`config.mk`:
```
export PLATFORM = sky130hd
export DESIGN_NAME = lrmp_ctrl
export DESIGN_NICKNAME = d
export VERILOG_FILES = /design/src/rtl/lrmp_pkg.sv /design/src/rtl/lrmp_ctrl.sv
export SDC_FILE = /design/constraint.sdc
export NUM_CORES = 1
export LEC_CHECK = 0
export BUFFER_PORTS_ARGS = -buffer_cell sky130_fd_sc_hd__buf_4
export CAP_MARGIN = 20
export CORE_AREA = 2 2 428 430
export CTS_CLUSTER_DIAMETER = 120
export DETAILED_ROUTE_END_ITERATION = 12
export DIE_AREA = 0 0 430 432
export GPL_TIMING_DRIVEN = 0
export SYNTH_ARGS = -nofsm -noshare
export SYNTH_HDL_FRONTEND = slang
export SYNTH_SLANG_ARGS = --single-unit
```
`constraint.sdc`:
```
create_clock -name aclk -period 9.3 [get_ports aclk]
set_input_delay 2.325 -clock aclk [delete_from_list [all_inputs] [get_ports aclk]]
set_output_delay 2.325 -clock aclk [all_outputs]
set_load 0.02 [all_outputs]
```
`src/rtl/lrmp_pkg.sv`:
```
// Shared constants, cell control types and modular arithmetic helpers
// for the step-sequence counter. No dependencies.
`default_nettype none

package lrmp_pkg;

    localparam int W         = 30;           // residue width
    localparam int MASK_W    = 15;           // step mask register width
    localparam int N_W       = 60;           // target count width
    localparam int ORDER_DEF = 15;
    localparam int IDX_W     = 5;            // holds a cell index for any order up to 32
    localparam int MUL_STEPS = W / 2;        // two multiplier bits per cycle

    localparam logic [W-1:0] P_MOD = 30'd1000000007;

    typedef enum logic [3:0] {
        OP_NOP,
        OP_R_INIT,
        OP_LOAD_BCAST,
        OP_LOAD_OWN,
        OP_MUL,
        OP_STEP_SQ,
        OP_STEP_X,
        OP_PLACE,
        OP_SHIFT,
        OP_ACC_FROM_R,
        OP_R_FROM_ACC
    } cell_op_t;

    typedef struct packed {
        cell_op_t         op;
        logic             g_we;
        logic [IDX_W-1:0] g_idx;
        logic [W-1:0]     g_data;
        logic [W-1:0]     bcast;
    } cell_ctrl_t;

    function automatic logic [W-1:0] mod_add(input logic [W-1:0] a, input logic [W-1:0] b);
        logic [W:0] s;
        s = {1'b0, a} + {1'b0, b};
        if (s >= {1'b0, P_MOD}) s = s - {1'b0, P_MOD};
        return s[W-1:0];
    endfunction

    function automatic logic [W-1:0] mod_add3(input logic [W-1:0] a, input logic [W-1:0] b,
                                              input logic [W-1:0] c);
        logic [W+1:0] s;
        s = {2'b00, a} + {2'b00, b} + {2'b00, c};
        if (s >= {2'b00, P_MOD}) s = s - {2'b00, P_MOD};
        if (s >= {2'b00, P_MOD}) s = s - {2'b00, P_MOD};
        return s[W-1:0];
    endfunction

    // one step of MSB-first interleaved modular multiply: 2*acc + bit*a mod p
    function automatic logic [W-1:0] mod_dbl_add(input logic [W-1:0] acc, input logic bit_i,
                                                 input logic [W-1:0] a);
        logic [W+1:0] s;
        s = {1'b0, acc, 1'b0} + (bit_i ? {2'b00, a} : {(W+2){1'b0}});
        if (s >= {2'b00, P_MOD}) s = s - {2'b00, P_MOD};
        if (s >= {2'b00, P_MOD}) s = s - {2'b00, P_MOD};
        return s[W-1:0];
    endfunction

endpackage

`default_nettype wire

```
`src/rtl/lrmp_ctrl.sv`:
```
// Sequencer: handshakes, table build, square-and-multiply schedule for the
// cell chain, final dot product and output register. Depends on lrmp_pkg.
`default_nettype none

module lrmp_ctrl #(
    parameter int ORDER = lrmp_pkg::ORDER_DEF
) (
    input  wire                                  aclk,
    input  wire                                  aresetn,
    input  wire                                  s_valid,
    output logic                                 s_ready,
    input  wire  [lrmp_pkg::N_W-1:0]             s_target_count,
    output logic                                 m_valid,
    input  wire                                  m_ready,
    output logic [lrmp_pkg::W-1:0]               m_ways_doubled,
    input  wire  [ORDER-1:0]                     allowed,
    input  wire  [ORDER-1:0][lrmp_pkg::W-1:0]    r_all,
    input  wire  [ORDER-1:0][lrmp_pkg::W-1:0]    g_all,
    input  wire  [lrmp_pkg::W-1:0]               top_acc,
    output lrmp_pkg::cell_ctrl_t                 ctrl
);

    localparam int W   = lrmp_pkg::W;
    localparam int N_W = lrmp_pkg::N_W;
    localparam int IW  = $clog2(ORDER);
    localparam int SW  = $clog2(ORDER + 1);
    localparam int BW  = $clog2(N_W);
    localparam int MW  = $clog2(lrmp_pkg::MUL_STEPS);

    typedef enum logic [14:0] {
        S_IDLE      = 15'b000000000000001,
        S_TBL       = 15'b000000000000010,
        S_INIT      = 15'b000000000000100,
        S_SQ_LOAD   = 15'b000000000001000,
        S_SQ_MUL    = 15'b000000000010000,
        S_SQ_STEP   = 15'b000000000100000,
        S_SQ_END    = 15'b000000001000000,
        S_X_LOAD    = 15'b000000010000000,
        S_X_STEP    = 15'b000000100000000,
        S_X_END     = 15'b000001000000000,
        S_DOT_LOAD  = 15'b000010000000000,
        S_DOT_MUL   = 15'b000100000000000,
        S_DOT_PLACE = 15'b001000000000000,
        S_DOT_SHIFT = 15'b010000000000000,
        S_OUT       = 15'b100000000000000
    } state_t;

    state_t         state_reg, state_next;
    logic [BW-1:0]  bit_reg, bit_next;
    logic [IW-1:0]  t_reg, t_next;
    logic [MW-1:0]  mcnt_reg, mcnt_next;
    logic [IW-1:0]  j_reg, j_next;
    logic [SW-1:0]  s_reg, s_next;
    logic           m_valid_reg, m_valid_next;
    logic [N_W-1:0] e_reg, e_next;
    logic [W-1:0]   dp_reg, dp_next;
    logic [W-1:0]   total_reg, total_next;
    logic [W-1:0]   m_data_reg, m_data_next;

    // table build term: f(j+1) += f(j+1-s) for each allowed s, with f(0) = 1
    logic [SW-1:0]  j_plus1;
    logic [IW-1:0]  s_idx;
    logic [IW-1:0]  g_idx;
    logic           in_range;
    logic           is_base;
    logic [W-1:0]   term;
    logic [W-1:0]   dp_sum;

    always_comb begin
        j_plus1  = SW'(j_reg) + SW'(1);
        s_idx    = IW'(s_reg - SW'(1));
        g_idx    = j_reg - IW'(s_reg);
        in_range = (s_reg <= j_plus1);
        is_base  = (s_reg == j_plus1);
        term     = (in_range && allowed[s_idx]) ? (is_base ? W'(1) : g_all[g_idx]) : '0;
        dp_sum   = lrmp_pkg::mod_add(dp_reg, term);
    end

    always_comb begin
        state_next   = state_reg;
        bit_next     = bit_reg;
        t_next       = t_reg;
        mcnt_next    = mcnt_reg;
        j_next       = j_reg;
        s_next       = s_reg;
        e_next       = e_reg;
        dp_next      = dp_reg;
        total_next   = total_reg;
        m_data_next  = m_data_reg;
        m_valid_next = m_valid_reg;
        if (m_valid_reg && m_ready) m_valid_next = 1'b0;

        ctrl.op     = lrmp_pkg::OP_NOP;
        ctrl.g_we   = 1'b0;
        ctrl.g_idx  = lrmp_pkg::IDX_W'(j_reg);
        ctrl.g_data = dp_sum;
        ctrl.bcast  = r_all[t_reg];

        unique case (state_reg)
            S_IDLE: begin
                if (s_valid) begin
                    e_next = s_target_count - N_W'(1);
                    if (s_target_count == '0) begin
                        total_next = '0;
                        state_next = S_OUT;
                    end else begin
                        j_next     = '0;
                        s_next     = SW'(1);
                        dp_next    = '0;
                        state_next = S_TBL;
                    end
                end
            end
            S_TBL: begin
                if (s_reg == SW'(ORDER)) begin
                    ctrl.g_we = 1'b1;
                    dp_next   = '0;
                    s_next    = SW'(1);
                    if (j_reg == IW'(ORDER - 1)) state_next = S_INIT;
                    else j_next = j_reg + IW'(1);
                end else begin
                    dp_next = dp_sum;
                    s_next  = s_reg + SW'(1);
                end
            end
            S_INIT: begin
                ctrl.op    = lrmp_pkg::OP_R_INIT;
                bit_next   = BW'(N_W - 1);
                t_next     = IW'(ORDER - 1);
                state_next = S_SQ_LOAD;
            end
            S_SQ_LOAD: begin
                ctrl.op    = lrmp_pkg::OP_LOAD_BCAST;
                mcnt_next  = '0;
                state_next = S_SQ_MUL;
            end
            S_SQ_MUL: begin
                ctrl.op   = lrmp_pkg::OP_MUL;
                mcnt_next = mcnt_reg + MW'(1);
                if (mcnt_reg == MW'(lrmp_pkg::MUL_STEPS - 1)) state_next = S_SQ_STEP;
            end
            S_SQ_STEP: begin
                ctrl.op = lrmp_pkg::OP_STEP_SQ;
                if (t_reg == '0) begin
                    state_next = S_SQ_END;
                end else begin
                    t_next     = t_reg - IW'(1);
                    state_next = S_SQ_LOAD;
                end
            end
            S_SQ_END: begin
                ctrl.op = lrmp_pkg::OP_R_FROM_ACC;
                if (e_reg[bit_reg]) begin
                    state_next = S_X_LOAD;
                end else if (bit_reg == '0) begin
                    state_next = S_DOT_LOAD;
                end else begin
                    bit_next   = bit_reg - BW'(1);
                    t_next     = IW'(ORDER - 1);
                    state_next = S_SQ_LOAD;
                end
            end
            S_X_LOAD: begin
                ctrl.op    = lrmp_pkg::OP_ACC_FROM_R;
                state_next = S_X_STEP;
            end
            S_X_STEP: begin
                ctrl.op    = lrmp_pkg::OP_STEP_X;
                state_next = S_X_END;
            end
            S_X_END: begin
                ctrl.op = lrmp_pkg::OP_R_FROM_ACC;
                if (bit_reg == '0) begin
                    state_next = S_DOT_LOAD;
                end else begin
                    bit_next   = bit_reg - BW'(1);
                    t_next     = IW'(ORDER - 1);
                    state_next = S_SQ_LOAD;
                end
            end
            S_DOT_LOAD: begin
                ctrl.op    = lrmp_pkg::OP_LOAD_OWN;
                mcnt_next  = '0;
                state_next = S_DOT_MUL;
            end
            S_DOT_MUL: begin
                ctrl.op   = lrmp_pkg::OP_MUL;
                mcnt_next = mcnt_reg + MW'(1);
                if (mcnt_reg == MW'(lrmp_pkg::MUL_STEPS - 1)) state_next = S_DOT_PLACE;
            end
            S_DOT_PLACE: begin
                ctrl.op    = lrmp_pkg::OP_PLACE;
                total_next = '0;
                t_next     = '0;
                state_next = S_DOT_SHIFT;
            end
            S_DOT_SHIFT: begin
                // products leave through the top cell one per cycle
                ctrl.op    = lrmp_pkg::OP_SHIFT;
                total_next = lrmp_pkg::mod_add(total_reg, top_acc);
                if (t_reg == IW'(ORDER - 1)) state_next = S_OUT;
                else t_next = t_reg + IW'(1);
            end
            S_OUT: begin
                if (!m_valid_reg || m_ready) begin
                    m_data_next  = lrmp_pkg::mod_add(total_reg, total_reg);
                    m_valid_next = 1'b1;
                    state_next   = S_IDLE;
                end
            end
            default: state_next = S_IDLE;
        endcase
    end

    always_ff @(posedge aclk) begin
        if (!aresetn) begin
            state_reg   <= S_IDLE;
            bit_reg     <= '0;
            t_reg       <= '0;
            mcnt_reg    <= '0;
            j_reg       <= '0;
            s_reg       <= '0;
            m_valid_reg <= 1'b0;
        end else begin
            state_reg   <= state_next;
            bit_reg     <= bit_next;
            t_reg       <= t_next;
            mcnt_reg    <= mcnt_next;
            j_reg       <= j_next;
            s_reg       <= s_next;
            m_valid_reg <= m_valid_next;
        end
    end

    always_ff @(posedge aclk) begin
        e_reg      <= e_next;
        dp_reg     <= dp_next;
        total_reg  <= total_next;
        m_data_reg <= m_data_next;
    end

    assign s_ready        = (state_reg == S_IDLE);
    assign m_valid        = m_valid_reg;
    assign m_ways_doubled = m_data_reg;

endmodule

`default_nettype wire

```
---- Word-level counts from Yosys, hierarchy flattened ----
Index checks and enable logic that the tools add are counted.
Widths: inputs -> output; s select.
word-level totals
  register bits after elaboration ......... 188
  bits in latches ......................... 0
  memory bits (writable) .................. 0
  ROM bits ................................ 0
  bits of input ports ..................... 1009
  output and inout port bits .............. 102
  word-level logic and storage cells ...... 146
  memories kept ........................... 0
operators by class
  add/subtract/negate cells ............... 15
  multiply operators ...................... 0
  divide/modulo/power cells ............... 0
  $lt $le $gt $ge ......................... 8
  equal/unequal tests ..................... 33
  shifts and indexed selects .............. 0
  mux-type cells .......................... 56
  bitwise operators ....................... 0
  reduce and logical (&&, ||, !) cells .... 23
operator list
  cell                    number
  $mux 30                 12
  $bmux 30 s4             2
  $pmux 15 s15            1
  $mux 15                 8
  $add 30x30->31          3
  $ge 31x30->1 const B    3
  $pmux 30 s3             1
  $sub 30x30->30 const B  3
  $logic_not 60->1        1
  $pmux 30 s2             1
  $sub 60x1->60 const B   1
  $mux 4                  11
  $pmux 4 s10             1
  $ne 2x2->1 const B      12
  $pmux 4 s2              3
  $pmux 4 s6              1
  $mux 11                 2
  $pmux 6 s3              1
  $add 4x1->4 const B     4
  $eq 4x4->1 const B      4
  $eq 15x1->1 const B     1
  $eq 15x10->1 const B    1
  $eq 15x11->1 const B    1
  $eq 15x12->1 const B    1
  38 further kinds        56

---- Depth between registers and ports, before layout ----
Gate-level depths: netlist of the first run.
  word-level depth ........................ 10
  mapped depth ............................ 29
  mapped depth without buffers ............ 25

---- Worst setup path after synthesis of the first run ----
Ideal clock, no wire load.
  kind .................................... input port to output port
  start ................................... input allowed[4]
  end ..................................... output ctrl[56] (netlist bit)
  data arrival time ....................... 7343 ps
  required time ........................... 6975 ps
  slack ................................... -368 ps
  cell stages on the path ................. 20
  buffers on the path ..................... 3
  cells stage by stage .................... mux4_2 > mux2_2 > nand2_1 > o21ai_0 > nand3_1 > clkbuf_1 > nor2b_1 > ha_1 > buf_2 > and3_4 > a22o_1 > a311o_1 > or3_4 > a2111oi_4 > nand4_1 > or4_1 > o211a_2 > o31a_4 > buf_2 > o21ai_0
RTL lines
  what         RTL line         source
  from (decl)  lrmp_ctrl.sv:16  input wire [ORDER-1:0] allowed,
  to (decl)    lrmp_ctrl.sv:20  output lrmp_pkg::cell_ctrl_t ctrl

==> summary.txt, run 1 <==
Timing
  – Clock skew: between 20 and 25 ps
  – Worst Tran Pin Value: ~1200 ps
  – Max Freq: ~100 MHz
  – Slew margin rel.: 23.0%
  – Final Worst Setup Slack: -415 ps
  – Max-slew violations: 0
  – Unrepaired setup endpoints after global routing: yes
  – Count of final setup violators: 31
  – Min Tclk post-route: 9720 ps
  – Final period util: 104%
  – Fin. Hold Viols: 0

Layout
  – Number of nets in the layout: between 4k and 5k
  – Max reg flops: 60
  – Area Overhead vs Synth: 65.0%
  – Fin cells: 5,994
  – Share of post-route cells with drive strength above 1: ~49%

Critical path
  – Reg2Reg Capture Point: dp_reg[2]$_SDFFCE_PN0P_
  – Critical R2R Launch: j_reg[0]$_SDFFE_PN0P_
  – Startpoint class of the critical path: input port
  – Crit path top cell by count: buf_6
  – Critical Path RT: about 7000 ps
  – Crit path capture type: output port
  – Worst r2r path cells: 50
  – Internal reg-to-reg setup slack: -180 ps
  – Slowest stage delay, CP: about 600 ps
  – CP Launch Point: g_all[336]
  – CP max stage cell: mux4_2
  – Critical path class: in -> out
  – Worst-path cell chain: buf_6 > mux4_2 > mux4_2 > nor2b_4 > ha_4 > clkbuf_1 > and3_1 > o21a_2 > o21ai_0 > a211oi_2 > buf_4 > and3_1 > a221oi_2 > o211a_4 > buf_4 > o31ai_4 > buf_6 > buf_8 > buf_6 > nand3_4 > nand2_2 > buf_6
  – Crit path DAT: around 7400 ps
  – Worst-path fanout max: 10

Clock tree
  – Longest Clk Path Bufs: 2
  – CTS H-tree depth: 4
  – Clock transition at the registers of the reported paths: around 90 ps
  – Root buf cell: clkbuf_16
  – Clock Latency Late Sink: roughly 530 ps
  – CTS tree: built
  – TritonCTS Buffers: 17
  – CTS sink count: between 150 and 200

Floorplan
  – Placement Rows: 157
  – Initial Utilization: roughly 12%
  – Chip width: approximately 430 um
  – Core ar.: ~180,000 sq um
  – Io pins: between 1k and 1.5k
  – Die Ht: around 430 um
  – Die ar.: approximately 190,000 sq um

Placement
  – PortBufs: 1,109
  – Post-DP HPWL: about 180 mm
  – Worst slack, placed: -3170 ps
  – RePlAce Congestion: slightly above 1
  – Placed Cells: slightly below 6k

Power and ir drop
  – Sequential share of power: 19.2%
  – Comb pwr share: 64.0%
  – Internal power: roughly 2.8 mW
  – Worst IR drop on VDD: ~120 uV
  – NetSw: between 2 and 2.5 mW
  – Switching Share: between 40% and 50%
  – PD cells: between 100 and 150 nW/um^2
  – Clock power share: around 17%
  – LEAKAGE: ~14 nW

Synth
  – Largest family of logic cells by synthesized area: multiplexers
  – Synth Area in Compound Gates: roughly 17%
  – Post-synth EDFFs: 150
  – Post-Syn Instances: about 2.3k
  – Adder-Cell Fraction of Synth Area: under 10%
  – Synth area leaders: mux4_2 (20%), edfxtp_1 (20%), mux2i_1 (4.7%)
  – Simple-gate share of the synthesized area: roughly 18%
  – Syn Nets: between 3k and 4k
  – Part of the Yosys area used for sequential elements: approximately a quarter
  – Top FF cell, synth: edfxtp_1
  – Yosys cell types: 90
  – Mux contribution to synthesized area: a little over a quarter
  – Yosys warns: 0
  – Synth top area share: between 20 and 25%
  – Top cells by count, synth: mux4_2 (201), nand2_1 (175), a21oi_1 (162), nor2_1 (159), o21ai_0 (152)
  – Fraction of synthesized cell area in xor and xnor cells: under 10%
  – Syn Area/Cell: around 9.6 sq um
  – Yosys reg bits: roughly 190
  – Post-Syn Area: between 20,000 and 25,000 sq um
  – Async set or reset register ratio after synthesis: 0%
  – Cell taking the most area after synthesis: mux4_2
  – Count leader, synth: mux4_2

Detailed routing
  – Antenna-violating nets left: 0
  – First-pass iteration count of the detailed router: 9
  – DR vias/cell: ~4.6
  – DRC Markers: 0
  – Routed WL: 208 mm
  – Initial DRC Count: 2,588
  – Via count: 27.4k
  – Wire per inst: around 35 um

Global routing
  – Initial antenna violation count: about 110
  – Grt total ovfl: 0
  – Global routing usage on met3: between 7 and 8%
  – Largest net degree at the start of global routing: 40
  – Gr usage total: 21.3%
  – GRT busiest layer: met2
  – First-pass GRT wire length: 261 mm
  – Global Route met1 Usage: a little under a quarter
  – Vias in the first global route: about 27k
  – GR Layer Usage met2: a little over a third

Worst hold path
  – Worst Hold Path EP: m_ways_doubled[1]$_DFFE_PP_
  – Min-delay src: total_reg[0]$_SDFFCE_PN0P_
  – Hold Crit Depth: 0
  – HP Class: reg -> reg

Outcome
  – Failing checks: setup timing
  – Status: finished, violations left

Flow run
  – Max-Cap Viols: 0
per-stage QoR:
step | cell area [sq um] | setup TNS (ps) | util [%] | hold slack (ps) | power [mW]
floorplan | 22400 | -86.0 | - | 431 | 2.32
global placement | 33700 | -142270 | 18.6 | 471 | 3.62
detailed placement | 34000 | -101930 | 18.7 | 474 | 3.66
CTS | 36100 | -10110 | 19.9 | 497 | 4.93
global route | 36800 | -13140 | 20.3 | 515 | 5.32
finish | 36900 | -9180 | 20.3 | 498 | 5.15
worst max-delay path, delay by kind of cell:
| family | cells | cell delay, ps |
|---|---|---|
| and+or+nand+nor | 5 | 990 |
| muxes | 2 | 1110 |
| buffers and inverters | 8 | 1330 |
| adders and majority gates | 1 | 260 |
| AOI/OAI and AO/OA | 6 | 1350 |
layout by cell type (no fill, tap or decap), types with 16 or more instances in the layout:
cell type and n:
or3_1 26, xor2_1 68, o211ai_1 24, edfxtp_1 150, dfxtp_1 38, buf_6 51
inv_1 38, or4_1 19, nand3b_1 16, clkbuf_16 19, xnor2_1 79, mux2_2 34
diode_2 56, ha_1 65, a21oi_1 152, nor2b_1 72, nor4_1 20, a222oi_1 30
a211oi_1 16, a21o_1 30, a221oi_1 33, mux2i_1 104, buf_8 17, nand2_1 156
nand3_1 53, nand4_1 30, buf_4 1145, and3_1 16, clkbuf_1 77, and2_1 24
nor2_1 151, o21ai_0 121, nor3_1 57, mux4_2 201
how the worst max path moves through the flow:
stage,endpoint,slack (ps),cells after the start
6_report,ctrl[38],-420,22
5_1_grt,ctrl[38],-540,29
4_1_cts,ctrl[34],-460,19
3_5_place_dp,ctrl[46],-3170,29
3_3_place_gp,ctrl[46],-3850,25
2_1_floorplan,ctrl[47],-20,21
power groups by stage:
stage	registers (mW)	logic [mW]	clock network (mW)
4_1_cts	0.986	3.05	0.897
6_report	0.987	3.29	0.868
3_3_place_gp	1.00	2.62	0
3_5_place_dp	1.00	2.65	0
5_1_grt	0.991	3.41	0.919
2_1_floorplan	0.992	1.33	0
cell type report:
cell class / count / area, sq um
well taps: 2385 / 2980
inverters: 42 / 158
diodes: 56 / 140
fillers: 20000 / 145000
plain buffers: 138 / 813
clock buffers: 17 / 425
flip-flops and latches: 188 / 5270
clock inverters: 15 / 220
repair buffers: 1212 / 9530
multi-input cells: 1941 / 17300
kinds of logic after synthesis:
logic type | Yosys count
and+or+nand+nor | 777
AOI/OAI and AO/OA | 581
muxes | 342
buffers and inverters | 194
DFF | 188
xor gates and xnor gates | 156
adders and majority gates | 84
other | 1
what timing repair did:
item	in CTS	in global routing
cloned	1	1
hold buffers	0	0
resized for setup	250	128
endpoints found under the setup margin	60	31
buffers inserted	63	22
pin swaps	32	41
routing by layer:
| layer | wire (um) | vias to the layer above |
|---|---|---|
| li1 | - | 11700 |
| met1 | 74000 | 13800 |
| met2 | 98500 | 1601 |
| met3 | 17900 | 375 |
| met4 | 16700 | 36 |
| met5 | 532 | - |
No activity file was read; power rests on OpenSTA's default activity.
==> run 2, diff against run 1 <==
--- a/config.mk
+++ b/config.mk
@@ -5,12 +5,12 @@
 export SDC_FILE = /design/constraint.sdc
 export NUM_CORES = 1
 export LEC_CHECK = 0
-export BUFFER_PORTS_ARGS = -buffer_cell sky130_fd_sc_hd__buf_4
 export CAP_MARGIN = 20
-export CORE_AREA = 2 2 428 430
+export CORE_AREA = 2 2 438 440
 export CTS_CLUSTER_DIAMETER = 120
 export DETAILED_ROUTE_END_ITERATION = 12
-export DIE_AREA = 0 0 430 432
+export DIE_AREA = 0 0 440 442
+export DONT_BUFFER_PORTS = 1
 export GPL_TIMING_DRIVEN = 0
 export SYNTH_ARGS = -nofsm -noshare
 export SYNTH_HDL_FRONTEND = slang
==> summary.txt, run 2 (synthesized netlist as in run 1, its figures left out) <==
Placement
  – PortBufs: 0 (was 1,109)
  – RePlAce Congestion: 1.15 (was 1.04)
  – Post-DP HPWL: 183 mm (was 185 mm)

Critical path
  – CP max stage cell: mux4_2 (unchanged)
  – Reg2Reg Capture Point: dp_reg[28]$_SDFFCE_PN0P_ (was dp_reg[2]$_SDFFCE_PN0P_)
  – CP Launch Point: g_all[91] (was g_all[336])
  – Startpoint class of the critical path: input port (unchanged)
  – Slowest stage delay, CP: 600 ps (about the same)
  – CP endpoint: ctrl[43] (was ctrl[38])
  – Internal reg-to-reg setup slack: 1940 ps (was -180 ps)
  – Critical Path RT: 6980 ps (about the same)
  – Crit path capture type: output port (unchanged)
  – Worst-path fanout max: 6 (was 10)
  – Worst-path cell chain: mux4_2 > mux4_2 > nand4_1 > buf_4 > inv_1 > ha_1 > a211oi_4 > o21ai_2 > and3_4 > or3_4 > a2111oi_4 > nand4_1 > or4_4 > o211a_4 > o31a_4 > buf_8 > or3_4 > nand2_4 (was buf_6 > mux4_2 > mux4_2 > nor2b_4 > ha_4 > clkbuf_1 > and3_1 > o21a_2 > o21ai_0 > a211oi_2 > buf_4 > and3_1 > a221oi_2 > o211a_4 > buf_4 > o31ai_4 > buf_6 > buf_8 > buf_6 > nand3_4 > nand2_2 > buf_6)
  – Worst r2r path cells: 26 (was 50)
  – Critical path class: in -> out (unchanged)
  – Crit path DAT: 7620 ps (was 7390 ps)
  – Critical R2R Launch: j_reg[0]$_SDFFE_PN0P_ (unchanged)

Global routing
  – Initial antenna violation count: 240 (was 112)
  – Grt total ovfl: 0 (unchanged)
  – Vias in the first global route: 21.7k (was 26.6k)
  – Gr usage total: 20.4% (was 21.3%)
  – Largest net degree at the start of global routing: 41 (was 40)
  – First-pass GRT wire length: 253 mm (was 261 mm)

Timing
  – Fin. Hold Viols: 0 (unchanged)
  – Worst Tran Pin Value: 1330 ps (was 1160 ps)
  – Final Worst Setup Slack: -645 ps (was -415 ps)
  – Max-slew violations: 0 (unchanged)
  – Slew margin rel.: 10.5% (was 23.0%)
  – Fin Hold WS: 475 ps (was 498 ps)
  – Count of final setup violators: 30 (was 31)
  – Clock skew: 28.1 ps (was 23.4 ps)
  – Unrepaired setup endpoints after global routing: yes (unchanged)
  – Min Tclk post-route: 9940 ps (was 9720 ps)
  – Final period util: 107% (was 104%)
  – Max Freq: 101 MHz (was 103 MHz)

Power and ir drop
  – PD cells: 153 nW/um^2 (was 140 nW/um^2)
  – Worst IR drop on VDD: 114 uV (was 123 uV)
  – Design Power: 4.43 mW (was 5.15 mW)
  – LEAKAGE: 8.91 nW (was 14.2 nW)

Clock tree
  – Longest Clk Path Bufs: 2 (unchanged)
  – Clock transition at the registers of the reported paths: 90 ps (about the same)
  – CTS H-tree depth: 4 (unchanged)
  – Clock Latency Late Sink: 520 ps (was 530 ps)
  – CTS sink count: 188 (unchanged)
  – Hold buffer count at cts: 0 (unchanged)
  – CTS tree: built (unchanged)
  – Root buf cell: clkbuf_16 (unchanged)
  – TritonCTS Buffers: 17 (unchanged)

Floorplan
  – Die Ht: 442 um (was 432 um)
  – Chip width: 440 um (was 430 um)
  – Die ar.: 194,000 sq um (was 186,000 sq um)
  – Placement Rows: 160 (was 157)
  – Core ar.: 190,000 sq um (was 182,000 sq um)
  – Io pins: 1,111 (unchanged)
  – Initial Utilization: 11.8% (was 12.3%)

Outcome
  – Status: finished, violations left (unchanged)
  – Failing checks: antenna rules, setup timing (was setup timing)

Detailed routing
  – Routed WL: 206 mm (was 208 mm)
  – DRC Markers: 0 (unchanged)
  – Wire per inst: 40.2 um (was 34.6 um)
  – DR vias/cell: 4.63 (was 4.58)
  – Via count: 23.8k (was 27.4k)
  – First-pass iteration count of the detailed router: 7 (was 9)
  – Initial DRC Count: 2,842 (was 2,588)
  – Antenna-violating nets left: 2 (was 0)

Layout
  – Filler cells: 21.3k (was 20.0k)
  – Share of post-route cells with drive strength above 1: 25.1% (was 48.5%)
  – FF+latch area: 5270 sq um (about the same)
  – Number of nets in the layout: 3,533 (was 4,633)
  – Area Overhead vs Synth: 29.6% (was 65.0%)
  – Commonest non-fill, non-tap cells in the layout: mux4_2 (201), nand2_1 (158), nor2_1 (152), a21oi_1 (152), edfxtp_1 (150) (was buf_4 (1,145), mux4_2 (201), nand2_1 (156))
  – Footprint of the multi-input gates: 17,400 sq um (was 17,300 sq um)
  – Max reg flops: 60 (unchanged)
  – Most common cell after layout, fill and taps aside: mux4_2 (was buf_4)

Worst hold path
  – Hold Crit Depth: 0 (unchanged)
  – HP Class: reg -> reg (unchanged)

Flow run
  – Max-Cap Viols: 0 (unchanged)
-- run 2: worst min-delay path by stage --
stage,start,to,slack [ps]
finish,total_reg[0]$_SDFFCE_PN0P_,m_ways_doubled[1]$_DFFE_PP_,470
global route,total_reg[0]$_SDFFCE_PN0P_,m_ways_doubled[1]$_DFFE_PP_,500
CTS,total_reg[0]$_SDFFCE_PN0P_,m_ways_doubled[1]$_DFFE_PP_,470
detailed placement,total_reg[0]$_SDFFCE_PN0P_,m_ways_doubled[1]$_DFFE_PP_,450
global placement,total_reg[0]$_SDFFCE_PN0P_,m_ways_doubled[1]$_DFFE_PP_,450
floorplan,total_reg[0]$_SDFFCE_PN0P_,m_ways_doubled[1]$_DFFE_PP_,430
-- run 2: critical path, delay by kind of cell --
kind / cells / cell delay [ps]
buffers and inverters: 3 / 370
multiplexers: 2 / 1130
AO/OA/AOI/OAI: 5 / 1500
AND/OR/NAND/NOR: 7 / 1980
adder cells (fa/ha/maj): 1 / 300
-- run 2: area by class of cell --
cell class                      instances  share of cell area (%)
Timing Repair Buffer                  109                    3.94
Buffer                                141                    2.87
Clock buffer                           17                    1.47
Antenna cell                          171                    1.48
Tap cell                             2511                    10.9
Inverter                               42                   0.553
Sequential cell                       188                    18.2
Multi-Input combinational cell       1941                    60.1
Clock inverter                         15                   0.519
-- run 2: metal layers --
metal	vias up	GRT usage, %	wire length, um
met1	12000	21.1	70100
met4	32	13.0	15900
met5	-	0.0744	204
li1	9607	-	-
met2	1710	34.5	100000
met3	456	7.38	20000
-- run 2: power by group --
group          switching [mW]  internal, mW  total (mW)
Clock                   0.444         0.358       0.802
Combinational            1.66         0.991        2.66
Sequential             0.0158         0.962       0.978
Total                    2.12          2.31        4.43
-- run 2: repair_timing --
item / in CTS / in global routing
setup endpoints to repair: 60 / 30
buffers inserted: 33 / 30
resized for setup: 234 / 86
gates cloned: 2 / 1
pin swaps: 49 / 42
-- run 2: per-stage QoR --
stage,setup TNS [ps],cell area (sq um),std cells,util [%],worst slack [ps]
4_1_cts,-18400,27900,4936,14.7,-740
5_1_grt,-18220,28800,5064,15.2,-731
3_3_place_gp,-188780,25600,4834,13.5,-4860
2_1_floorplan,-86.0,22400,2323,-,-21.2
6_report,-15430,29000,5135,15.3,-645
3_5_place_dp,-97580,26100,4875,13.8,-3140
