**src/rtl/lrmp_pkg.sv**
```systemverilog
// Shared constants, cell control types and modular arithmetic helpers
// for the step-sequence counter. No dependencies.
`default_nettype none

package lrmp_pkg;

    localparam int W         = 30;           // residue width
    localparam int MASK_W    = 15;           // step mask register width
    localparam int N_W       = 60;           // target count width
    localparam int ORDER_DEF = 15;
    localparam int IDX_W     = 5;            // holds a cell index for any order up to 32
    localparam int MUL_STEPS = W / 2;        // two multiplier bits per cycle

    localparam logic [W-1:0] P_MOD = 30'd1000000007;

    typedef enum logic [3:0] {
        OP_NOP,
        OP_R_INIT,
        OP_LOAD_BCAST,
        OP_LOAD_OWN,
        OP_MUL,
        OP_STEP_SQ,
        OP_STEP_X,
        OP_PLACE,
        OP_SHIFT,
        OP_ACC_FROM_R,
        OP_R_FROM_ACC
    } cell_op_t;

    typedef struct packed {
        cell_op_t         op;
        logic             g_we;
        logic [IDX_W-1:0] g_idx;
        logic [W-1:0]     g_data;
        logic [W-1:0]     bcast;
    } cell_ctrl_t;

    function automatic logic [W-1:0] mod_add(input logic [W-1:0] a, input logic [W-1:0] b);
        logic [W:0] s;
        s = {1'b0, a} + {1'b0, b};
        if (s >= {1'b0, P_MOD}) s = s - {1'b0, P_MOD};
        return s[W-1:0];
    endfunction

    function automatic logic [W-1:0] mod_add3(input logic [W-1:0] a, input logic [W-1:0] b,
                                              input logic [W-1:0] c);
        logic [W+1:0] s;
        s = {2'b00, a} + {2'b00, b} + {2'b00, c};
        if (s >= {2'b00, P_MOD}) s = s - {2'b00, P_MOD};
        if (s >= {2'b00, P_MOD}) s = s - {2'b00, P_MOD};
        return s[W-1:0];
    endfunction

    // one step of MSB-first interleaved modular multiply: 2*acc + bit*a mod p
    function automatic logic [W-1:0] mod_dbl_add(input logic [W-1:0] acc, input logic bit_i,
                                                 input logic [W-1:0] a);
        logic [W+1:0] s;
        s = {1'b0, acc, 1'b0} + (bit_i ? {2'b00, a} : {(W+2){1'b0}});
        if (s >= {2'b00, P_MOD}) s = s - {2'b00, P_MOD};
        if (s >= {2'b00, P_MOD}) s = s - {2'b00, P_MOD};
        return s[W-1:0];
    endfunction

endpackage

`default_nettype wire

```
**src/rtl/lrmp_cell.sv**
```systemverilog
// One polynomial coefficient cell: holds r_k, table entry g_k, an accumulator
// and a 2-bit/cycle modular multiplier. Depends on lrmp_pkg.
`default_nettype none

module lrmp_cell #(
    parameter int INDEX = 0
) (
    input  wire                      aclk,
    input  wire  lrmp_pkg::cell_ctrl_t ctrl,
    input  wire  [lrmp_pkg::W-1:0]   left_acc,
    input  wire  [lrmp_pkg::W-1:0]   fb_val,
    input  wire                      fb_en,
    output logic [lrmp_pkg::W-1:0]   acc_o,
    output logic [lrmp_pkg::W-1:0]   r_o,
    output logic [lrmp_pkg::W-1:0]   g_o
);

    localparam int W = lrmp_pkg::W;

    logic [W-1:0] acc_reg, acc_next;
    logic [W-1:0] r_reg, r_next;
    logic [W-1:0] g_reg, g_next;
    logic [W-1:0] ma_reg, ma_next;
    logic [W-1:0] mb_reg, mb_next;
    logic [W-1:0] mul_reg, mul_next;
    logic [W-1:0] fb_term;

    always_comb begin
        acc_next = acc_reg;
        r_next   = r_reg;
        ma_next  = ma_reg;
        mb_next  = mb_reg;
        mul_next = mul_reg;
        g_next   = (ctrl.g_we && (ctrl.g_idx == lrmp_pkg::IDX_W'(INDEX))) ? ctrl.g_data : g_reg;
        fb_term  = fb_en ? fb_val : '0;
        unique case (ctrl.op)
            lrmp_pkg::OP_NOP: ;
            lrmp_pkg::OP_R_INIT: begin
                r_next   = W'(INDEX == 0);
                acc_next = '0;
            end
            lrmp_pkg::OP_LOAD_BCAST: begin
                ma_next  = r_reg;
                mb_next  = ctrl.bcast;
                mul_next = '0;
            end
            lrmp_pkg::OP_LOAD_OWN: begin
                ma_next  = g_reg;
                mb_next  = r_reg;
                mul_next = '0;
            end
            lrmp_pkg::OP_MUL: begin
                mul_next = lrmp_pkg::mod_dbl_add(
                               lrmp_pkg::mod_dbl_add(mul_reg, mb_reg[W-1], ma_reg),
                               mb_reg[W-2], ma_reg);
                mb_next  = {mb_reg[W-3:0], 2'b00};
            end
            // acc * x mod c(x) plus the product
            lrmp_pkg::OP_STEP_SQ:    acc_next = lrmp_pkg::mod_add3(left_acc, fb_term, mul_reg);
            lrmp_pkg::OP_STEP_X:     acc_next = lrmp_pkg::mod_add(left_acc, fb_term);
            lrmp_pkg::OP_PLACE:      acc_next = mul_reg;
            lrmp_pkg::OP_SHIFT:      acc_next = left_acc;
            lrmp_pkg::OP_ACC_FROM_R: acc_next = r_reg;
            lrmp_pkg::OP_R_FROM_ACC: begin
                r_next   = acc_reg;
                acc_next = '0;
            end
            default: ;
        endcase
    end

    always_ff @(posedge aclk) begin
        acc_reg <= acc_next;
        r_reg   <= r_next;
        g_reg   <= g_next;
        ma_reg  <= ma_next;
        mb_reg  <= mb_next;
        mul_reg <= mul_next;
    end

    assign acc_o = acc_reg;
    assign r_o   = r_reg;
    assign g_o   = g_reg;

endmodule

`default_nettype wire

```
**config.mk**
```make
export PLATFORM = sky130hd
export DESIGN_NAME = lrmp_cell
export DESIGN_NICKNAME = d
export VERILOG_FILES = /design/src/rtl/lrmp_pkg.sv /design/src/rtl/lrmp_cell.sv
export SDC_FILE = /design/constraint.sdc
export NUM_CORES = 1
export LEC_CHECK = 0
export BUFFER_PORTS_ARGS = -buffer_cell sky130_fd_sc_hd__buf_2
export CELL_PAD_IN_SITES_DETAIL_PLACEMENT = 1
export CELL_PAD_IN_SITES_GLOBAL_PLACEMENT = 2
export CORE_ASPECT_RATIO = 1.4
export CORE_UTILIZATION = 41
export CTS_BUF_LIST = sky130_fd_sc_hd__clkbuf_2 sky130_fd_sc_hd__clkbuf_4 sky130_fd_sc_hd__clkbuf_8
export CTS_CLUSTER_DIAMETER = 150
export DETAILED_ROUTE_END_ITERATION = 10
export GPL_ROUTABILITY_DRIVEN = 0
export GPL_TIMING_DRIVEN = 0
export PLACE_DENSITY_LB_ADDON = 0.2
export SYNTH_ARGS = -nofsm -noshare
export SYNTH_HDL_FRONTEND = slang
export SYNTH_SLANG_ARGS = --single-unit
```
**constraint.sdc**
```tcl
create_clock -name aclk -period 30.1 [get_ports aclk]
set_input_delay 3.01 -clock aclk [delete_from_list [all_inputs] [get_ports aclk]]
set_output_delay 3.01 -clock aclk [all_outputs]
set_load 0.005 [all_outputs]
```
Word-level counts from Yosys, hierarchy flattened
Index checks and enable logic that the tools add are counted.
{"block": "word_totals", "ff_bits": 180, "in_bits": 132, "out_inout_bits": 90, "wordCells": 63}
{"block": "classes", "add_sub_neg": 12, "magnitude_cmp": 7, "eq_ne": 10, "muxes": 19, "reduce_logical": 9}
{"op": "2-to-1 mux 30 bit", "n": 8}
{"op": ">= comparator 32 x 30 -> 1 bit (second input constant)", "n": 6}
{"op": "2-to-1 mux 32 bit", "n": 6}
{"op": "one-hot mux 30 bit (2 select lines)", "n": 3}
{"op": "one-hot mux 30 bit (6 select lines)", "n": 1}
{"op": "subtractor 30 bit (second input constant)", "n": 4}
{"op": "adder 31 x 30 -> 32 bit", "n": 3}
{"op": "subtractor 32 x 30 -> 32 bit (second input constant)", "n": 3}
{"op": "one-hot mux 30 bit (3 select lines)", "n": 1}
{"op": "adder 30 x 30 -> 31 bit", "n": 2}
{"op": ">= comparator 31 x 30 -> 1 bit (second input constant)", "n": 1}
{"op": "equality test 4 x 3 -> 1 bit (second input constant)", "n": 4}
{"op": "equality test 4 bit (second input constant)", "n": 3}
{"op": "equality test 4 x 2 -> 1 bit (second input constant)", "n": 2}
{"op": "nonzero test 2 bit", "n": 3}
{"op": "nonzero test 6 bit", "n": 1}
{"op": "logical NOT 5 bit", "n": 1}
{"op": "equality test 4 x 1 -> 1 bit (second input constant)", "n": 1}
{"op": "OR reduction 2 bit", "n": 2}
{"op": "nonzero test 3 bit", "n": 1}
{"op": "logical AND 1 bit", "n": 1}

Depth between registers and ports, before layout
Gate-level depths: netlist of the first run.
{"block": "depth", "depth_word": 15, "mapped_depth": 60, "ltp_nobuf": 48}

Worst setup path after synthesis of the first run
Ideal clock, no wire load.
{"block": "synth_timing", "path_type": "reg2reg", "startpoint": "register mb_reg[29]", "endpoint": "register mul_reg[3] (data pin)", "setup_ns": 0.147, "arrival_time_ns": 11.899, "required_time_ns": 29.953, "path_slack_ns": 18.054, "path_stages_with_launch": 54, "n_path_buf": 9, "synth_period_minus_slack_ns": 12.046, "cell_sequence": "edfxtp_1 > clkbuf_1 > and2_1 > ha_1 > fa_1 > a21o_1 > a221o_1 > o211a_1 > or3_1 > a21oi_2 > o21ai_4 > a2111oi_4 > a2111o_1 > buf_6 > and2_1 > buf_4 > clkbuf_1 > xnor2_1 > [18 not listed] > and2_1 > clkbuf_1 > o311ai_0 > a211oi_1 > or3_1 > inv_1 > o21ai_1 > buf_2 > nand2_1 > buf_2 > o32ai_1 > o211ai_1 > o21a_4 > o211ai_2 > and2_4 > mux2_4 > or3_1 > a21oi_1"}
{"block": "synth_between", "elab_chain_cells": 15, "elab_cells_between_ends": 19, "cone_classes": "add/sub (6); order compare (4); mux (9)"}
{"element": "start: declaration", "line": "lrmp_cell.sv:24", "rtl": "logic [W-1:0] mb_reg, mb_next;"}
{"element": "start signal: assignment", "line": "lrmp_cell.sv:77", "rtl": "mb_reg <= mb_next;"}
{"element": "2-to-1 mux 30 bit (*)", "line": "lrmp_pkg.sv:58", "rtl": "s = {1'b0, acc, 1'b0} + (bit_i ? {2'b00, a} : {(W+2){1'b0}});"}
{"element": "adder 31 x 30 -> 32 bit (*)", "line": "lrmp_pkg.sv:58"}
{"element": "subtractor 32 x 30 -> 32 bit or >= comparator 32 x 30 -> 1 bit (tied branches)", "line": "lrmp_pkg.sv:59", "rtl": "if (s >= {2'b00, P_MOD}) s = s - {2'b00, P_MOD};"}
{"element": "2-to-1 mux 32 bit (*)", "line": "lrmp_pkg.sv:59"}
{"element": "2-to-1 mux 32 bit (*)", "line": "lrmp_cell.sv:36", "rtl": "unique case (ctrl.op)"}
{"element": "subtractor 30 bit or >= comparator 32 x 30 -> 1 bit (tied branches)", "line": "lrmp_pkg.sv:60", "rtl": "if (s >= {2'b00, P_MOD}) s = s - {2'b00, P_MOD};"}
{"element": "2-to-1 mux 30 bit (*)", "line": "lrmp_pkg.sv:60"}
{"element": "2-to-1 mux 30 bit (*)", "line": "lrmp_cell.sv:36"}
{"element": "adder 31 x 30 -> 32 bit (*)", "line": "lrmp_pkg.sv:58"}
{"element": "subtractor 32 x 30 -> 32 bit or >= comparator 32 x 30 -> 1 bit (tied branches)", "line": "lrmp_pkg.sv:59"}
{"element": "2-to-1 mux 32 bit (*)", "line": "lrmp_pkg.sv:59"}
{"element": "2-to-1 mux 32 bit (*)", "line": "lrmp_cell.sv:36"}
{"element": "subtractor 30 bit or >= comparator 32 x 30 -> 1 bit (tied branches)", "line": "lrmp_pkg.sv:60"}
{"element": "2-to-1 mux 30 bit (*)", "line": "lrmp_pkg.sv:60"}
{"element": "one-hot mux 30 bit (2 select lines) (*)", "line": "lrmp_cell.sv:36"}
{"element": "end signal: assignment", "line": "lrmp_cell.sv:78", "rtl": "mul_reg <= mul_next;"}
{"element": "end: declaration", "line": "lrmp_cell.sv:25", "rtl": "logic [W-1:0] mul_reg, mul_next;"}
Every way passes the cells marked *; elsewhere a longest branch is shown, timed or not. The select of a mux whose other input is x is not followed.
A chain may end at the register's enable or synchronous reset.

Final worst setup path of the first run
{"block": "layout_timing", "startpoint": "register mb_reg[29]", "endpoint": "register mul_reg[22] (data pin)"}
Same word-level chain as after synthesis.

==> results of run 1 <==
-- final timing paths --
path               from           to  slack (ns)  cells past startpoint
max reg2reg  mb_reg[29]  mul_reg[22]       13.56                     54
min reg2reg    acc_o[0]       r_o[0]        0.55                      1
min            acc_o[0]       r_o[0]        0.55                      1
max          mb_reg[29]  mul_reg[22]       13.56                     54
-- final cells by class --
class                      count  area (um2)
antenna                        3       7.507
buffer                       118       521.8
clock buffer                  17       234.0
clock inverter                15       177.7
fill                        6515       28550
inverter                      63       236.5
multi-input combinational   2246       15840
sequential                   180        5405
tap                          714       893.4
timing repair buffer         224        1186
-- placed cells by master (no fill, tap or decap), types with 10 or more instances in the layout --
cell type,synthesis,layout
nand2_1,252,252
buf_2,15,232
xnor2_1,203,203
nor2_1,199,198
edfxtp_1,180,180
a21oi_1,176,175
and2_1,150,150
ha_1,123,123
o21ai_0,113,113
clkbuf_1,87,87
xor2_1,76,76
nand3_1,72,72
inv_1,63,63
nor3_1,57,56
a21o_1,54,54
mux2_2,37,37
a22oi_1,35,35
o221ai_1,35,35
a31oi_1,35,35
fa_1,34,34
and3_1,32,32
nor2b_1,32,32
nand2b_1,31,31
o211ai_1,30,30
o21bai_1,30,30
a222oi_1,30,30
a211oi_1,27,27
o21a_1,24,24
or3_1,24,24
nand4_1,21,21
or2_2,21,21
nor4_1,18,18
nor3b_1,18,17
o22ai_1,17,17
clkbuf_8,0,17
o31ai_1,16,16
o21ai_1,10,10
mux2i_1,10,10
-- worst max-delay path: cells and delay by family, from the launching register on --
| kind | cells | cell delay, ns |
|---|---|---|
| compound gates | 27 | 8.31 |
| buf+inv | 12 | 3.21 |
| simple gates | 8 | 1.88 |
| fa+ha+maj | 4 | 1.18 |
| xor+xnor | 2 | 0.67 |
| flops | 1 | 0.52 |
| mux | 1 | 0.45 |
-- per-layer routing --
layer	share of wire, %	routed length, um	vias up	global-route usage, %
met5	0	0	-	0
met3	3.9	3589	221	2.786
met1	37	34270	10880	35.46
met2	53	48730	675	63.93
li1	-	-	10240	-
met4	6.2	5690	0	20.52
-- power by group --
| part | leakage [nW] | switching (mW) | internal [mW] |
|---|---|---|---|
| combinational | 7.56 | 0.830 | 0.476 |
| sequential | 1.69 | 0.0214 | 0.317 |
| clock | 0.209 | 0.114 | 0.0637 |
| total | 9.46 | 0.965 | 0.857 |
-- per-stage QoR --
stage	instance area, um2	hold slack (ns)	utilization, %	setup slack (ns)
after CTS	24490	0.5553	46.17	13.59
after detailed placement	24080	0.5274	45.39	13.65
after global routing	24500	0.5752	46.18	12.71
after floorplan	21970	0.5214	-	18.05
final	24500	0.5494	46.18	13.56
after global placement	23950	0.5160	45.14	13.93
-- cell families after synthesis --
| logic type | Yosys count | share of synthesized area, % |
|---|---|---|
| compound gates | 786 | 25.55 |
| xor+xnor | 279 | 11.12 |
| mux | 49 | 2.472 |
| simple gates | 975 | 22.69 |
| buf+inv | 181 | 3.452 |
| flops | 180 | 24.61 |
| fa+ha+maj | 157 | 10.10 |
==> results_tabular.tex, run 1 <==
\begin{tabular}{lr}
\hline
Metric & Value \\
\hline
\multicolumn{2}{l}{\textbf{Finish}} \\
Net total in the final layout & 3,139 \\
Non-filler cells in the finished layout & 3,580 \\
Relative area change from synthesis to final layout & 11.53\% \\
Share of layout cells above drive strength 1 & 13.87\% \\
\multicolumn{2}{l}{\textbf{Timing}} \\
TNS Setup & 0 ns \\
Final Max Slew Viols & 0 \\
Hold Violations, Final & 0 \\
Fmax & 60.46 MHz \\
Slew of the pin with the lowest slew margin & 1.470 ns \\
Crit path time final & 16.54 ns \\
Fin Clk Skew & 0.01883 ns \\
RSZ-0062 raised after global routing & false \\
Worst max-slew margin expressed relative to the limit & 1.407\% \\
Final setup violating endpoints & 0 \\
Final clock period utilization by the worst path & 54.95\% \\
\multicolumn{2}{l}{\textbf{Global routing}} \\
Wire length of the first global-routing pass & 136,700 um \\
Vias in the first global route & 23,310 \\
Maximum number of pins on one net before global-route repair & 31 \\
Remaining global-route overflow & 0 \\
Antenna violations before repair & 4 \\
Global Route Usage Sum & 33.53\% \\
\multicolumn{2}{l}{\textbf{Yosys}} \\
Portion of the post-synthesis area used by sequential elements & 24.61\% \\
Mapped Area & 21,970 um2 \\
Synthesized netlist net count & 2,896 \\
Top cells by count, synth & nand2\_1, xnor2\_1, nor2\_1, edfxtp\_1, a21oi\_1 \\
Async set-reset flop share out of synthesis & 0\% \\
Library cell with the highest instance count after synthesis & nand2\_1 \\
Count of distinct cell types in the synthesized netlist & 113 \\
Post-synthesis instance total & 2,607 \\
EDFF count, synth & 180 \\
Area contributors post-synth & edfxtp\_1, xnor2\_1, ha\_1 \\
Yosys warns & 0 \\
Share of the synthesized area in the top cell type & 24.61\% \\
Cell accounting for the most synthesized area & edfxtp\_1 \\
Synth Register Bits & 180 \\
Most frequently used flop master after synthesis & edfxtp\_1 \\
Synth Area per Inst & 8.426 um2 \\
\multicolumn{2}{l}{\textbf{Run status}} \\
Outcome & finished, violations left \\
Failing checks & max-capacitance violations \\
\multicolumn{2}{l}{\textbf{Detailed routing}} \\
Via density per instance & 6.150 \\
Final routed wirelength across all metal layers & 92,280 um \\
Remaining DRCs & 0 \\
Violation count after the first detailed-route iteration & 1,397 \\
Average detailed-routed wire length per instance & 25.78 um \\
Number of routed nets with antenna violations & 0 \\
Total via count after detailed routing & 22,020 \\
Pre-antenna DRT Iters & 6 \\
\multicolumn{2}{l}{\textbf{Clock tree}} \\
Worst skew pair latency & 0.54 ns \\
Total number of clock tree sinks & 180 \\
Count of cells resized by post-cts repair & 0 \\
Clock Tree Buf Depth & 2 \\
CTS H-tree depth & 4 \\
Hold buffer count at cts & 0 \\
Root buffer cell & clkbuf\_8 \\
TritonCTS buffer count & 17 \\
Post-CTS setup-driven buffer insertion count & 0 \\
Clock slew seen by the registers of the worst setup and hold paths & 0.12 ns \\
CTS tree & done \\
\multicolumn{2}{l}{\textbf{Worst hold path}} \\
Path type of the worst min-delay path & reg -> reg \\
\multicolumn{2}{l}{\textbf{Die}} \\
Number of top-level pins & 222 \\
Die X & 197.6 um \\
Die area & 54,520 um2 \\
Initial standard-cell utilization of the core & 41.41\% \\
Core Box Area & 53,050 um2 \\
Chip height & 275.9 um \\
\# rows & 100 \\
\multicolumn{2}{l}{\textbf{Pwr}} \\
Maximum vdd ir drop & 0.03657 mV \\
Power Density & 74.37 nW/um2 \\
Leakage power summed over all cells & 9.461 nW \\
Post-layout power & 1.822 mW \\
\multicolumn{2}{l}{\textbf{Place}} \\
Detail Placement HPWL & 77,880 um \\
Number of buffers added on ports & 217 \\
Post-Place Cells & 3,545 \\
\multicolumn{2}{l}{\textbf{Setup path}} \\
Worst EP required & 30.36 ns \\
Top fanout value on the critical path & 10 \\
Critical path type & reg -> reg \\
Critical path data arrival time & 16.80 ns \\
Worst stage delay on the critical path & 0.86 ns \\
Crit-path slowest cell & o311ai\_0 \\
Critical Path End Type & register \\
Category of the worst setup path launch point & register \\
\multicolumn{2}{l}{\textbf{Job}} \\
Max-cap violations & 1 \\
\hline
\end{tabular}
Power figures use the tool's default switching activity.
==> run 2: changes to the inputs <==
--- a/config.mk
+++ b/config.mk
@@ -5,11 +5,12 @@
 export SDC_FILE = /design/constraint.sdc
 export NUM_CORES = 1
 export LEC_CHECK = 0
+export ABC_AREA = 1
 export BUFFER_PORTS_ARGS = -buffer_cell sky130_fd_sc_hd__buf_2
 export CELL_PAD_IN_SITES_DETAIL_PLACEMENT = 1
 export CELL_PAD_IN_SITES_GLOBAL_PLACEMENT = 2
 export CORE_ASPECT_RATIO = 1.4
-export CORE_UTILIZATION = 41
+export CORE_UTILIZATION = 34
 export CTS_BUF_LIST = sky130_fd_sc_hd__clkbuf_2 sky130_fd_sc_hd__clkbuf_4 sky130_fd_sc_hd__clkbuf_8
 export CTS_CLUSTER_DIAMETER = 150
 export DETAILED_ROUTE_END_ITERATION = 10
==> constraint.sdc (replaced) <==
create_clock -name aclk -period 15.7 [get_ports aclk]
set_input_delay 1.57 -clock aclk [delete_from_list [all_inputs] [get_ports aclk]]
set_output_delay 1.57 -clock aclk [all_outputs]
set_load 0.005 [all_outputs]
==> run 2 against run 1 <==
- the run now ends clean
- combinational power rose to 3.8 times the previous value
- fmax up 25%
- critical path depth grew 13
- clock-buffer cell count did not move
- synthesized area up 8.5%
- flip-flop and latch count is the same
- wire length grew 20%
- critical path type unchanged
- largest cell class unchanged
- largest power group unchanged
- highest routed layer is now met5
==> results_tabular.tex, run 2 <==
\begin{tabular}{lr}
\hline
Metric & Value \\
\hline
\multicolumn{2}{l}{\textbf{Yosys}} \\
Portion of the post-synthesis area used by sequential elements & 22.67\% (was 24.61\%) \\
Synth Area per Inst & 6.123 um2 (was 8.426 um2) \\
Share of the synthesized area in the top cell type & 22.67\% (was 24.61\%) \\
Top cells by count, synth & nand2\_1, inv\_1, nor2\_1, nand3\_1, a21oi\_1 (was nand2\_1, xnor2\_1, nor2\_1, edfxtp\_1, a21oi\_1) \\
Area contributors post-synth & edfxtp\_1, nand2\_1, inv\_1 (was edfxtp\_1, xnor2\_1, ha\_1) \\
Synth Register Bits & 180 (unchanged) \\
Cell accounting for the most synthesized area & edfxtp\_1 (unchanged) \\
Library cell with the highest instance count after synthesis & nand2\_1 (unchanged) \\
EDFF count, synth & 180 (unchanged) \\
Most frequently used flop master after synthesis & edfxtp\_1 (unchanged) \\
Count of distinct cell types in the synthesized netlist & 51 (was 113) \\
Async set-reset flop share out of synthesis & 0\% (unchanged) \\
Mapped Area & 23,840 um2 (was 21,970 um2) \\
Post-synthesis instance total & 3,894 (was 2,607) \\
Yosys warns & 0 (unchanged) \\
Synthesized netlist net count & 4,183 (was 2,896) \\
\multicolumn{2}{l}{\textbf{Timing}} \\
Worst hold slack after final layout & 0.5587 ns (was 0.5494 ns) \\
Final worst-path setup slack & 2.451 ns (was 13.56 ns) \\
Crit path time final & 13.25 ns (was 16.54 ns) \\
Worst max-slew margin expressed relative to the limit & 10.70\% (was 1.407\%) \\
Hold Violations, Final & 0 (unchanged) \\
Final clock period utilization by the worst path & 84.39\% (was 54.95\%) \\
Final Max Slew Viols & 0 (unchanged) \\
TNS Setup & 0 ns (unchanged) \\
Fin Clk Skew & 0.02421 ns (was 0.01883 ns) \\
Final setup violating endpoints & 0 (unchanged) \\
Fmax & 75.48 MHz (was 60.46 MHz) \\
RSZ-0062 raised after global routing & false (unchanged) \\
Slew of the pin with the lowest slew margin & 1.338 ns (was 1.470 ns) \\
\multicolumn{2}{l}{\textbf{Clock tree}} \\
CTS H-tree depth & 4 (unchanged) \\
TritonCTS buffer count & 17 (unchanged) \\
CTS tree & done (unchanged) \\
Worst skew pair latency & 0.57 ns (was 0.54 ns) \\
Total number of clock tree sinks & 180 (unchanged) \\
Root buffer cell & clkbuf\_8 (unchanged) \\
Post-CTS setup-driven buffer insertion count & 0 (unchanged) \\
Hold buffer count at cts & 0 (unchanged) \\
Clock Tree Buf Depth & 2 (unchanged) \\
Count of cells resized by post-cts repair & 0 (unchanged) \\
Clock slew seen by the registers of the worst setup and hold paths & 0.11 ns (was 0.12 ns) \\
\multicolumn{2}{l}{\textbf{Run status}} \\
Outcome & completed (was finished, violations left) \\
\multicolumn{2}{l}{\textbf{Worst hold path}} \\
Sink of the worst hold path & mb\_reg[26] (was r\_o[0]) \\
Path type of the worst min-delay path & reg -> reg (unchanged) \\
Number of instances on the worst hold path & 2 (was 1) \\
Hold path start & mb\_reg[24] (was acc\_o[0]) \\
\multicolumn{2}{l}{\textbf{Die}} \\
Core Box Area & 69,180 um2 (was 53,050 um2) \\
Die area & 71,200 um2 (was 54,520 um2) \\
\# rows & 114 (was 100) \\
Chip height & 315.3 um (was 275.9 um) \\
Number of top-level pins & 222 (unchanged) \\
Die X & 225.8 um (was 197.6 um) \\
Initial standard-cell utilization of the core & 34.47\% (was 41.41\%) \\
\multicolumn{2}{l}{\textbf{Setup path}} \\
Critical Path End Type & register (unchanged) \\
Startpoint of the worst-slack reg-to-reg timing path & mb\_reg[29] (unchanged) \\
Worst reg-to-reg path cell count & 67 (was 54) \\
Reg-to-reg critical path endpoint & mul\_reg[3] (was mul\_reg[22]) \\
Worst EP required & 15.97 ns (was 30.36 ns) \\
Crit path buffers/inverters & 15 (was 12) \\
Category of the worst setup path launch point & register (unchanged) \\
Worst stage delay on the critical path & 0.61 ns (was 0.86 ns) \\
Critical path type & reg -> reg (unchanged) \\
Library cell appearing most often on the critical path & nand2\_1 \\
Crit-path slowest cell & xor2\_1 (was o311ai\_0) \\
Top fanout value on the critical path & 10 (unchanged) \\
Critical path data arrival time & 13.52 ns (was 16.80 ns) \\
Cell family with the largest share of critical-path delay & simple AND/OR/NAND/NOR gates (was compound AO/OA/AOI/OAI gates) \\
R2R Setup Slk & 2.45 ns (was 13.56 ns) \\
\multicolumn{2}{l}{\textbf{Pwr}} \\
Internal power contribution & 2.191 mW (was 0.8570 mW) \\
Proportion of power drawn by flip-flops and latches & 11.3\% (was 18.6\%) \\
Power share of the clock group & 5.9\% (was 9.8\%) \\
Maximum vdd ir drop & 0.1200 mV (was 0.03657 mV) \\
Switching Power & 3.867 mW (was 0.9651 mW) \\
Sw Share & 63.84\% (was 52.96\%) \\
Relative contribution of combinational cells to total power & 82.8\% (was 71.7\%) \\
Post-layout power & 6.058 mW (was 1.822 mW) \\
Leakage power summed over all cells & 13.94 nW (was 9.461 nW) \\
Power Density & 227.1 nW/um2 (was 74.37 nW/um2) \\
\multicolumn{2}{l}{\textbf{Detailed routing}} \\
Via density per instance & 5.173 (was 6.150) \\
Number of routed nets with antenna violations & 0 (unchanged) \\
Pre-antenna DRT Iters & 5 (was 6) \\
Average detailed-routed wire length per instance & 21.79 um (was 25.78 um) \\
Violation count after the first detailed-route iteration & 1,411 (was 1,397) \\
Total via count after detailed routing & 26,290 (was 22,020) \\
Final routed wirelength across all metal layers & 110,800 um (was 92,280 um) \\
Remaining DRCs & 0 (unchanged) \\
\multicolumn{2}{l}{\textbf{Place}} \\
Setup slack at placement & 2.483 ns (was 13.65 ns) \\
Post-Place Cells & 5,049 (was 3,545) \\
Number of buffers added on ports & 220 (was 217) \\
Standard cell area after detailed placement & 26,260 um2 (was 24,080 um2) \\
Detail Placement HPWL & 98,060 um (was 77,880 um) \\
\multicolumn{2}{l}{\textbf{Global routing}} \\
Global Route Usage Sum & 31.29\% (was 33.53\%) \\
Antenna violations before repair & 4 (unchanged) \\
Maximum number of pins on one net before global-route repair & 31 (unchanged) \\
Wire length of the first global-routing pass & 163,000 um (was 136,700 um) \\
Vias in the first global route & 27,240 (was 23,310) \\
Remaining global-route overflow & 0 (unchanged) \\
\multicolumn{2}{l}{\textbf{Finish}} \\
Area taken by multi-input logic gates & 15,620 um2 (was 15,840 um2) \\
Storage element area & 5405 um2 (unchanged) \\
Non-filler cells in the finished layout & 5,083 (was 3,580) \\
Final-layout fill cell count & 9,461 (was 6,515) \\
Net total in the final layout & 4,429 (was 3,139) \\
Top library cells by usage in the layout, fill and taps aside & nand2\_1, inv\_1, nor2\_1 (was nand2\_1, buf\_2, xnor2\_1) \\
Leading cell type in the layout, fill and taps excluded & nand2\_1 (unchanged) \\
Relative area change from synthesis to final layout & 11.90\% (was 11.53\%) \\
Total non-filler cell area in the finished layout & 26,680 um2 (was 24,500 um2) \\
Final core utilization & 38.57\% (was 46.18\%) \\
Share of layout cells above drive strength 1 & 9.921\% (was 13.87\%) \\
\multicolumn{2}{l}{\textbf{Job}} \\
Max-cap violations & 0 (was 1) \\
\hline
\end{tabular}
## run 2: cell types whose count changed after synthesis, sizes merged, moves of 48 or more
cell | before | now
xor2 | 76 | 138
inv | 63 | 639
nand2 | 252 | 1303
nand3 | 74 | 289
and2 | 151 | 6
xnor2 | 203 | 39
o21ai | 124 | 186
a21o | 54 | 6
nor2 | 201 | 423
## run 2: area by class of cell
cell class              count  area share, %
flip-flops and latches    180          20.26
multi-input cells        2986          58.54
clock buffers              17         0.8770
plain buffers              83          1.665
diodes                      2        0.01876
well taps                 928          4.352
inverters                 645          9.075
clock inverters            15         0.6753
repair buffers            227          4.535
## run 2: worst max-delay path by stage
stage | startpoint | endpoint | slack (ns) | depth (start not counted)
2_1_floorplan | mb_reg[29] | mul_reg[26] | 6.98 | 69
3_3_place_gp | mb_reg[29] | mul_reg[3] | 2.46 | 66
3_5_place_dp | mb_reg[29] | mul_reg[5] | 2.48 | 64
4_1_cts | mb_reg[29] | mul_reg[5] | 2.39 | 65
5_1_grt | mb_reg[29] | mul_reg[5] | 1.48 | 66
6_report | mb_reg[29] | mul_reg[3] | 2.45 | 67
## run 2: cells by family (layout without fill, tap and decap cells)
family	Yosys count	count (layout)	share of synthesized area (%)
AND/OR/NAND/NOR	2132	2132	36.99
flip-flops	180	180	22.67
adder cells (fa/ha/maj)	157	157	9.309
other	0	2	0
XOR/XNOR	177	177	6.502
buffers and inverters	728	987	12.02
AO/OA/AOI/OAI	520	520	12.51
## run 2: layer usage
metal	vias up	routed length, um	GRT usage (%)
met3	220	2764	2.323
met2	570	57770	59.15
met4	2	8229	21.10
li1	12950	-	-
met1	12550	41980	32.80
met5	-	18	0
## run 2: tightest hold or removal path, delay by kind of cell, from the launching register on
family           cells  cell delay (ns)
AND/OR/NAND/NOR      2             0.12
flip-flops           1             0.34
## run 2: power groups by stage
| stage | Combinational (mW) | Sequential (mW) | Clock (mW) |
|---|---|---|---|
| CTS | 4.99 | 0.684 | 0.361 |
| detailed placement | 4.96 | 0.695 | 0 |
| global placement | 4.91 | 0.698 | 0 |
| floorplan | 3.45 | 0.661 | 0 |
| global route | 5.57 | 0.688 | 0.373 |
| finish | 5.01 | 0.687 | 0.357 |
